===== config.mk =====
export PLATFORM = sky130hd
export DESIGN_NAME = lmsn_ram
export DESIGN_NICKNAME = d
export VERILOG_FILES = /design/src/rtl/core/lmsn_ram.sv
export SDC_FILE = /design/constraint.sdc
export NUM_CORES = 2
export LEC_CHECK = 0
export BUFFER_PORTS_ARGS = -buffer_cell sky130_fd_sc_hd__buf_4
export CORE_AREA = 2 2 477 479
export DETAILED_ROUTE_END_ITERATION = 6
export DIE_AREA = 0 0 479 481
export PLACE_DENSITY = 0.54
export SLEW_MARGIN = 20
export SYNTH_ARGS = -nofsm -noshare
export SYNTH_HDL_FRONTEND = slang
export SYNTH_SLANG_ARGS = --single-unit

===== constraint.sdc =====
create_clock -name clock -period 3.83 [get_ports clock]
set_clock_uncertainty 0.1 [all_clocks]
set_input_delay 0.766 -clock clock [delete_from_list [all_inputs] [get_ports clock]]
set_output_delay 0.766 -clock clock [all_outputs]
set_load 0.05 [all_outputs]

===== src/rtl/core/lmsn_ram.sv =====
// Generic single-port synchronous RAM, registered read: data appears in the cycle after the address.
// No dependencies.
module lmsn_ram #(
   parameter int DATA_W = 8,
   parameter int DEPTH  = 256
) (
   input  logic                     clock,
   input  logic                     we,
   input  logic [$clog2(DEPTH)-1:0] addr,
   input  logic [DATA_W-1:0]        wdata,
   output logic [DATA_W-1:0]        rdata
);

   logic [DATA_W-1:0] mem [DEPTH];
   logic [DATA_W-1:0] rdata_ff;

   always_ff @(posedge clock) begin
      if (we) begin
         mem[addr] <= wdata;
      end
      rdata_ff <= mem[addr];
   end

   assign rdata = rdata_ff;

endmodule


# == Word level (Yosys, flattened, before mapping) ==
# Memories as Yosys holds them, arrays and structs flattened. A register that Yosys moved wholly into a read port is not among the register bits.
# Index checks and enable logic that the tools add are counted.
# Widths: inputs -> output; s select.
# word_totals
ram_bits,2048
inputBits,18
memories,1
ff_bits,0
wordCells,3
output_inout_bits,8
# mem_list
name,words,width,read_ports,rd_clocked_by_memory_dff,write_ports,line_no,rtl
mem,256,8,1,1,1,14,logic [DATA_W-1:0] mem [DEPTH];
# classes
mux,2
# ops
cell,n
$mux 1,2

# == Depth between registers and ports, before layout ==
# logic_depth
depth_word,2
mapped_depth,10
ltp_nobuf,5

# == Worst setup path before layout ==
# Ideal clock, no wire load.
# synth_timing
path_type,input -> register
start,in addr[1]
end,"mem mem[111][0], enable pin"
cell_stages,9
arrival_ns,2.615
setup_ns,0.370
required_ns,3.360
path_slack_ns,0.745
n_path_buf,5
path_cell_list,buf_2 > clkbuf_1 > clkbuf_1 > nand2_1 > buf_2 > nor2_1 > nand2_1 > clkbuf_1 > nor2_1
# synth_lines
element,line_no,rtl
start: declaration,9,"input logic [$clog2(DEPTH)-1:0] addr,"
end: declaration,14,
# Straight into the memory's write port.

==> impl_metrics.tcl <==
set metrics [dict create \
    run_status "complete, no violations" \
    ctsResizeCount 0 \
    vias_per_cell 5.33 \
    worst_setup_path_end_kind "register" \
    critPathLaunch "addr[0]" \
    wirelength_mm 205 \
    power.clock.fraction 0.430 \
    final-max-slew-violation-count 0 \
    floorplan.io_pins 26 \
    die-area_um2 230000 \
    layout-drive-gt1-share 0.325 \
    critical_path.startpoint_type "input port" \
    netlist_instances 3547 \
    starting_density_of_the_core 0.348 \
    timing.final.crit_period_ps 3240 \
    cell_type_of_the_slowest_stage_on_the_worst_timing_path "sky130_fd_sc_hd__o41ai_1" \
    fin_util 0.412 \
    rsz0062_at_grt "false" \
    max_slew_margin 0.292 \
    antenna_found_initial 6 \
    worstPathMaxFanout 18 \
    dpl_worst_slack_ps -215 \
    postPlaceCellArea_um2 86200 \
    sw_frac_of_total 0.213 \
    detailedPlacementHpwl_mm 127 \
    holdBufCountCts 0 \
    synth.yosys.seq_area_share 0.786 \
    p_seq_frac 0.521 \
    rrSetupSlack_ps 1030 \
    grt_pass1_wl_mm 292 \
    setup-violations-final 0 \
    final_nets 4094 \
    ff2ff_path_depth 6 \
    power-per-cell-area_nw_per_um2 512 \
    globalplace.congestion 0.799 \
    timing.hold.ws_ps 280 \
    total_power_mw 47.7 \
    route.vias.total 38700 \
    cts_made_buffers 210 \
    drt-initial-drc-count 4525 \
    timing.final.ws_setup_ps 586 \
    fin_crit_sh 0.847 \
    buffer_ports.inserted 25 \
    grt_start_max_net_pins 131 \
    hold_viol_final 0 \
    clock_path_buffers 3 \
    maxCapViolCount 0 \
    r2r_start "mem[243][4]" \
    path_cells "buf_8, buf_12, buf_4, mux4_2, a22oi_1, a21oi_1, o41ai_1, buf_4, nand4_1" \
    fin_area_um2 93100 \
    r2r_end "rdata[4]" \
    drt-wirelength-per-cell_um 28.2 \
    core_area_um2 226000 \
    fmax_mhz 308 \
    root_buffer "sky130_fd_sc_hd__clkbuf_16" \
    ys.warnings.count 0 \
    worst_ep_required_ps 4420 \
    pwr-share-comb 0.049 \
    postRouteAntennaNets 0 \
    synthToLayoutAreaGrowth_pct 18.6 \
    grt-ovfl-total 0 \
    critical_path.max_stage_delay_ps 800 \
    leak_nw 29.1 \
    synth.distinct_cells 22 \
    global_router_s_overall_resource_usage 0.176 \
    timing.setup.critical_path_class "input port to register" \
    tightestPinTransition_ps 1060 \
    clkSlewWorstSetupHoldPaths_ps 60 \
    clock_sink_count 2056 \
    internal-power_mw 37.5 \
    critPathMostFrequentCell "sky130_fd_sc_hd__buf_4" \
    synth_seq_cells 2056 \
    placement_rows 175 \
    worst_skew_pair.late_latency_ps 860 \
    via_count_of_the_first_global_routing_pass 39300 \
    worstPathArrival_ps 3830 \
    drtPass1Iterations 6 \
    power.net_switching_mw 10.2 \
    worst_ir_drop_vdd_mv 0.431 \
    syn_area_um2 78500 \
    drcViolationCount 0 \
    post_synth.cell_area_avg_um2 22.1 \
    chipHeight_um 481 \
    htree_levels 4 \
    chip_width_um 479 \
    hp-class "input port to register" \
    number_of_nets_produced_by_synthesis 3565 \
    critPathCapture "rdata[4]" \
    tritoncts_clock_tree "built" \
    cts.repair_timing.setup_buffer_count 0 \
]
==> logic make-up after synthesis <==
group,count (synthesis),synth area share
buffers and inverters,233,0.0140
flip-flops,2056,0.786
AND/OR/NAND/NOR,330,0.0173
AO/OA/AOI/OAI,416,0.0362
multiplexers,512,0.147
==> cells in the mapped netlist <==
library cell,instances,share of area
sky130_fd_sc_hd__buf_1,19,0.00091
sky130_fd_sc_hd__a21oi_1,128,0.0082
sky130_fd_sc_hd__mux4_2,512,0.15
sky130_fd_sc_hd__buf_4,16,0.0015
sky130_fd_sc_hd__clkbuf_1,145,0.0069
sky130_fd_sc_hd__buf_2,36,0.0023
sky130_fd_sc_hd__dfxtp_1,8,0.0020
sky130_fd_sc_hd__inv_1,1,0.000048
sky130_fd_sc_hd__or3_1,1,0.000080
sky130_fd_sc_hd__nand2b_1,6,0.00048
sky130_fd_sc_hd__nor3_1,30,0.0019
sky130_fd_sc_hd__buf_6,16,0.0023
sky130_fd_sc_hd__edfxtp_1,2048,0.78
sky130_fd_sc_hd__nor2b_1,7,0.00056
sky130_fd_sc_hd__nand3_1,13,0.00083
sky130_fd_sc_hd__a22oi_1,256,0.024
sky130_fd_sc_hd__nand4_1,8,0.00064
sky130_fd_sc_hd__nor2_1,232,0.011
sky130_fd_sc_hd__nand2_1,28,0.0013
sky130_fd_sc_hd__o41ai_1,32,0.0036
sky130_fd_sc_hd__and2_1,3,0.00024
sky130_fd_sc_hd__or2_2,2,0.00016
==> worst min path at each step <==
| stage | from | endpoint | slack, ps | cells after the start |
|---|---|---|---|---|
| after floorplan | mem[146][0] | rdata[0] | 720 | 5 |
| after global placement | mem[104][2] | rdata[2] | 830 | 5 |
| after detailed placement | mem[104][2] | rdata[2] | 830 | 5 |
| after CTS | wdata[1] | mem[147][1] | 270 | 1 |
| after global routing | wdata[5] | mem[146][5] | 290 | 1 |
| final | wdata[5] | mem[146][5] | 280 | 1 |
==> routing by layer <==
metal	GRT usage	up-vias	share of wire
met3	0.0263	258	0.057
met4	0.0489	0	0.024
li1	-	16200	-
met5	0	-	0
met1	0.246	21000	0.43
met2	0.289	1235	0.49
==> flip-flops by register name (all words and copies together) (netlist names) <==
register  cells
rdata         8
mem        2048
==> power by group through the flow <==
stage	sequential, mW	clock, mW	combinational [mW]
after floorplan	25.3	0	1.10
after global placement	25.3	0	2.34
after detailed placement	25.3	0	2.37
after CTS	24.9	20.9	2.37
after global routing	24.8	21.8	2.46
final	24.9	20.5	2.33
==> through the flow <==
stage | TNS (ps) | std cells
finish | 0 | 7264
global route | 0 | 7262
CTS | 0 | 7261
detailed placement | -904 | 6873
global placement | -1090 | 6873
floorplan | 0 | 3547
==> cell type report <==
cell class	count	area, um^2
Inverter	1	3.75
Antenna cell	3	7.51
Fill cell	19600	133000
Clock inverter	137	1340
Clock buffer	251	5520
Multi-Input combinational cell	1258	15900
Tap cell	3009	3760
Sequential cell	2056	61700
Timing Repair Buffer	549	4950
==> critical path, delay by kind of cell <==
family	cells	cell delay, ps
buffers and inverters	4	1000
and+or+nand+nor	1	110
AOI/OAI and AO/OA	3	1340
muxes	1	560
==> cell usage in the layout, fill, tap and decap left out, drive strengths merged, types with 30 or more instances in the layout <==
cell type / netlist / final
nor2: 232 / 232
clkinv: 0 / 98
a21oi: 128 / 128
edfxtp: 2048 / 2048
o41ai: 32 / 32
a22oi: 256 / 256
nor3: 30 / 30
clkbuf: 145 / 251
buf: 87 / 549
mux4: 512 / 512
No activity file was read; power rests on OpenSTA's default activity.
