## src/rtl/core/lmsn_pkg.sv

```systemverilog
// Shared constants and types of the local mean subtract and normalise block.
// No dependencies; used by lmsn_div and local_mean_subtract_normalize.
package lmsn_pkg;

   localparam int WIDTH  = 96;
   localparam int HEIGHT = 96;
   localparam int RADIUS = 4;

   localparam int COL_W  = 7;
   localparam int ROW_W  = 7;
   localparam int PIX_W  = 8;

   localparam int XW     = (WIDTH  > 1) ? $clog2(WIDTH)  : 1;
   localparam int YW     = (HEIGHT > 1) ? $clog2(HEIGHT) : 1;
   localparam int DEPTH  = WIDTH * HEIGHT;
   localparam int AW     = $clog2(DEPTH);

   localparam int SIDE   = 2 * RADIUS + 1;
   localparam int SPW    = $clog2(SIDE + 1);
   localparam int CNT_W  = $clog2(SIDE * SIDE + 1);
   localparam int SUM_W  = $clog2(255 * SIDE * SIDE + 1);
   localparam int CI_W   = 10;

   localparam logic FUNC_WRITE = 1'b0;
   localparam logic FUNC_READ  = 1'b1;

   typedef struct packed {
      logic             start;
      logic [SUM_W-1:0] dividend;
      logic [CNT_W-1:0] divisor;
   } div_req_type;

endpackage

```

## src/rtl/core/lmsn_div.sv

```systemverilog
// Restoring divider, one quotient bit per cycle, for the window mean.
// Depends on lmsn_pkg.
module lmsn_div (
   input  logic                        clock,
   input  logic                        reset,
   input  lmsn_pkg::div_req_type       req,
   output logic                        done,
   output logic [lmsn_pkg::SUM_W-1:0]  quotient
);

   localparam int SUM_W = lmsn_pkg::SUM_W;
   localparam int CNT_W = lmsn_pkg::CNT_W;
   localparam int IT_W  = $clog2(SUM_W + 1);

   logic [SUM_W-1:0] quo_ff, quo_in;
   logic [CNT_W-1:0] rem_ff, rem_in;
   logic [CNT_W-1:0] dvs_ff, dvs_in;
   logic [IT_W-1:0]  it_ff, it_in;
   logic             busy_ff, busy_in;
   logic             done_ff, done_in;
   logic [CNT_W:0]   partial;
   logic [CNT_W+1:0] diff;

   always_comb begin
      partial = {rem_ff, quo_ff[SUM_W-1]};
      diff    = {1'b0, partial} - {2'b00, dvs_ff};
      quo_in  = quo_ff;
      rem_in  = rem_ff;
      dvs_in  = dvs_ff;
      it_in   = it_ff;
      busy_in = busy_ff;
      done_in = 1'b0;
      if (req.start) begin
         quo_in  = req.dividend;
         rem_in  = '0;
         dvs_in  = req.divisor;
         it_in   = IT_W'(SUM_W);
         busy_in = 1'b1;
      end else if (busy_ff) begin
         if (!diff[CNT_W+1]) begin
            rem_in = diff[CNT_W-1:0];
            quo_in = {quo_ff[SUM_W-2:0], 1'b1};
         end else begin
            rem_in = partial[CNT_W-1:0];
            quo_in = {quo_ff[SUM_W-2:0], 1'b0};
         end
         it_in = it_ff - 1'b1;
         if (it_ff == IT_W'(1)) begin
            busy_in = 1'b0;
            done_in = 1'b1;
         end
      end
   end

   always_ff @(posedge clock) begin
      if (reset) begin
         busy_ff <= 1'b0;
         done_ff <= 1'b0;
      end else begin
         busy_ff <= busy_in;
         done_ff <= done_in;
      end
      quo_ff <= quo_in;
      rem_ff <= rem_in;
      dvs_ff <= dvs_in;
      it_ff  <= it_in;
   end

   assign done     = done_ff;
   assign quotient = quo_ff;

endmodule

```

## config.mk

```make
export PLATFORM = sky130hd
export DESIGN_NAME = lmsn_div
export DESIGN_NICKNAME = d
export VERILOG_FILES = /design/src/rtl/core/lmsn_pkg.sv /design/src/rtl/core/lmsn_div.sv
export SDC_FILE = /design/constraint.sdc
export NUM_CORES = 1
export LEC_CHECK = 0
export ABC_AREA = 0
export BUFFER_PORTS_ARGS = -buffer_cell sky130_fd_sc_hd__buf_2
export CAP_MARGIN = 20
export CORE_MARGIN = 5
export CORE_UTILIZATION = 44
export CTS_BUF_LIST = sky130_fd_sc_hd__clkbuf_16
export DETAILED_ROUTE_END_ITERATION = 16
export GPL_TIMING_DRIVEN = 0
export PLACE_DENSITY_LB_ADDON = 0.25
export SYNTH_ARGS = -nofsm -noshare
export SYNTH_HDL_FRONTEND = slang
export SYNTH_SLANG_ARGS = --single-unit
export TNS_END_PERCENT = 5
```

## constraint.sdc

```tcl
create_clock -name clock -period 2.8 [get_ports clock]
set_clock_uncertainty 0.15 [all_clocks]
set_input_delay 0.7 -clock clock [delete_from_list [all_inputs] [get_ports clock]]
set_output_delay 0.7 -clock clock [all_outputs]
set_load 0.005 [all_outputs]
```

# Yosys cells after proc, flatten, opt, wreduce, memory -nomap -nowiden
# Cells that the tools add are included.
# word_totals
reg_bits,35
inputBits,25
output_inout_bits,16
wordCells,20
# classes
n_addsub,2
eq_ne,1
muxes,8
bitwise,1
n_reduce_logical,2
# op_table
operator,count
$mux W15,2
$sub A8 B7 Y9,1
$mux W7,1
$mux W1,5
$eq A4 B1 Y1 const B,1
$sub A4 B1 Y4 const B,1
$reduce_or A3 Y1,1
$reduce_bool A2 Y1,1
$not A1 Y1,1

# Longest topological paths before layout
# logic_depth
ltp_word,4
depth_mapped,8
ltp_nobuf,8

# Worst setup path before layout
# No wires, ideal clock.
# synth_timing
path_kind,flip-flop to flip-flop
startpoint,"reg quo_ff[14], in the netlist quotient[14]"
endpoint,reg rem_ff[0]
setup_ns,0.079
arrival_ns,2.136
required_time_ns,2.571
setup_slack_ns,0.434
path_stages_with_launch,9
n_path_buf,0
synth_period_minus_slack_ns,2.366
cell_sequence,edfxtp_1 -> inv_1 -> ha_1 -> fa_1 -> and2b_1 -> o211ai_4 -> a31oi_4 -> mux2_4 -> a211oi_2
# synth_between
elab_chain_len,2
# synth_rtl
element,line,text
from (decl),lmsn_div.sv:15,"logic [SUM_W-1:0] quo_ff, quo_in;"
from (signal assigned),lmsn_div.sv:63,quo_ff <= quo_in;
$sub A8 B7 Y9,lmsn_div.sv:26,"diff = {1'b0, partial} - {2'b00, dvs_ff};"
$mux W7 (*),lmsn_div.sv:40,if (!diff[CNT_W+1]) begin
to (signal assigned),lmsn_div.sv:64,rem_ff <= rem_in;
to (decl),lmsn_div.sv:16,"logic [CNT_W-1:0] rem_ff, rem_in;"
# Every way passes the cells marked *; elsewhere a longest branch is shown, timed or not.
# A chain may end at the register's enable or synchronous reset.

# Final worst setup path
# Same ends and word-level chain as after synthesis.

==> results.toml <==
[outcome]
status = "completed"

[layout]
fin_nets = 226
areaGrowthSynthToFinish_pct = 22.9
drive_gt1_share_pct = 34.9
n_antenna_cell = 0
fillers = 346

[routing]
ant_nets = 0
post_drt_wl_per_cell_um = 13.4
first_pass_iters = 4
drc = 0
vias_per_cell = 5.00
finalWirelength_mm = 3.21
drtIter0Drc = 70
vias = 1201

[worst_setup_path]
slowest_delay_ns = 0.42
worst-path-buf-inv = 1
crit_chain = "inv_1 -> ha_1 -> fa_1 -> and2b_1 -> o211ai_4 -> a31oi_4 -> mux2_4 -> a211oi_2"
critPathMaxFanout = 8
required_ns = 2.84
cpMaxStageDelayCell = "fa_1"
cpLargestDelayFamily = "compound AO/OA/AOI/OAI gates"
cp-start-kind = "flip-flop"
cp-end-kind = "flip-flop"
path_class = "flip-flop to flip-flop"
arrival_ns = 2.59

[timing]
slew_headroom_pct = 62.6
fmax_ghz = 0.393
setup_violations = 0
final.setup.tns_ns = 0
drv_slew = 0
tightest_slew_ns = 0.560
fin_crit_ns = 2.55
period_share_pct = 91.0
hold_viol = 0
rsz0062_at_grt = "no"

[clock_tree]
cts_setup_buffers = 0
path_clk_slew_ns = 0.05
clock-sinks = 35
cts.repair.resized = 0
cts_tree = "built"
hold_buffers = 0
numCtsBuffers = 5
clockBufferDepth = 2
clk_latency_ns = 0.27
cts_root_buffer = "clkbuf_16"
h-tree-depth = 2

[synthesis]
ys.flop_type = "edfxtp_1"
synth.net_count = 179
ys_top_cells_by_area = "edfxtp_1 (38%), dfxtp_1 (15%), mux2_2 (9.1%)"
synth-seq-area-share_pct = 52.9
ys_seq_elements = 35
yosys_warnings = 0
synth.distinct_cells = 36
synth_edf_count = 22
synth_largest_area_cell = "edfxtp_1"
synth_top_area_share_pct = 38.0
synthArstFlopShare_pct = 0
syn_inst = 144
synth.cell_area_um2 = 1740
syn_avg_cell_area_um2 = 12.1

[global_route]
antenna_found_initial = 0
grt_max_degree = 16
grt_pass1_wl_mm = 5.39
grtUsageTotal_pct = 13.3
gr-total-overflow = 0
grt_pass1_vias = 1243

[die]
floorplan.initialDensity_pct = 46.5
num_io_pins = 41
die_w_um = 72.9
die_area_um2 = 5310
fp-row-count = 22
fp.dieH_um = 72.9
core_um2 = 3740

[min_path]
min_path_type = "flip-flop to flip-flop"

[place]
place_congestion = 0.752
hpwl_mm = 2.49
io_buffers = 40

[power_and_ir_drop]
ir_drop_mv = 0.342
leakage_nw = 0.916
finalPower_mw = 1.32
p_per_area_nw_per_um2 = 616

[flow_run]
maxCapViolations = 0
==> metrics by stage <==
stage / area (µm²) / setup slack [ns] / util (%) / hold WS (ns) / cells
final: 2140 / 0.253 / 57.1 / 0.324 / 240
after global routing: 2140 / 0.118 / 57.1 / 0.375 / 240
after CTS: 2140 / 0.237 / 57.1 / 0.326 / 240
after detailed placement: 2000 / 0.253 / 53.4 / 0.319 / 232
after global placement: 2000 / 0.285 / 53.4 / 0.310 / 232
after floorplan: 1740 / 0.434 / - / 0.292 / 144
==> placed cells by master (no fill, tap or decap), types with 2 or more instances in the layout <==
| master | instances |
|---|---|
| o21ai_0 | 3 |
| nor3_1 | 4 |
| a21oi_1 | 5 |
| ha_1 | 9 |
| edfxtp_1 | 22 |
| clkbuf_16 | 5 |
| nand2_1 | 6 |
| mux2_1 | 2 |
| nand2b_1 | 5 |
| inv_1 | 15 |
| mux2i_1 | 5 |
| and3_1 | 2 |
| nor2_1 | 12 |
| clkbuf_1 | 3 |
| mux2_2 | 14 |
| buf_2 | 40 |
| xnor2_1 | 4 |
| o21ai_1 | 3 |
| dfxtp_1 | 13 |
==> logic make-up after synthesis <==
kind of cell             synth area share, %
flip-flops                              52.9
adder cells (fa/ha/maj)                 7.63
AND/OR/NAND/NOR                         10.1
multiplexers                            14.1
AO/OA/AOI/OAI                           9.06
XOR/XNOR                                2.52
buffers and inverters                   3.67
==> worst paths after layout <==
| path | startpoint | endpoint | slack [ns] | cells after the start |
|---|---|---|---|---|
| max reg2reg | quotient[14] | rem_ff[0] | 0.25 | 8 |
| max | quotient[14] | rem_ff[0] | 0.25 | 8 |
| min | rem_ff[1] | rem_ff[1] | 0.32 | 2 |
| min reg2reg | rem_ff[1] | rem_ff[1] | 0.32 | 2 |
==> synth_stat cells (all sizes together) (2+ instances only) <==
library cell	number
dfxtp	13
o21ai	6
inv	13
and3	2
a21oi	5
edfxtp	22
nand2b	5
xnor2	4
ha	9
clkbuf	3
a211oi	2
mux2i	5
mux2	17
nor3	4
or2	2
nand2	6
nor2	13
==> flip-flops by register name (all words and copies together) (netlist names) <==
name and cells:
quotient 15, dvs_ff 7, rem_ff 7, it_ff 4, busy_ff 1, done 1
==> per-layer routing <==
layer,GRT usage [%],share of wire (%),vias up,wire length (µm)
met5,0,0,-,0
met4,6.76,1.6,0,51
met3,3.72,6.2,5,198
met2,22.3,51,30,1630
met1,15.3,41,568,1330
li1,-,-,598,-
==> layout make-up <==
| cell class | count | area (µm²) | share of cell area (%) |
|---|---|---|---|
| buffer | 4 | 15.0 | 0.703 |
| clock buffer | 5 | 125 | 5.85 |
| clock inverter | 3 | 12.5 | 0.585 |
| inverter | 13 | 48.8 | 2.28 |
| multi-input combinational | 92 | 754 | 35.3 |
| sequential | 35 | 921 | 43.1 |
| tap | 48 | 60.1 | 2.81 |
| timing repair buffer | 40 | 200 | 9.37 |
==> power by group <==
| part | leakage (nW) | internal, mW | switching [mW] | total, mW |
|---|---|---|---|---|
| logic | 0.513 | 0.0971 | 0.0952 | 0.192 |
| clock network | 0.0762 | 0.321 | 0.187 | 0.507 |
| registers | 0.326 | 0.596 | 0.0213 | 0.618 |
==> worst register-to-register path, delay by kind of cell (launching register included) <==
family          cells  cell delay (ns)
buf+inv             1             0.06
mux                 1             0.34
compound gates      3             0.67
fa+ha+maj           2             0.63
flops               1             0.35
simple gates        1             0.28
(Power assumes the default switching activity.)
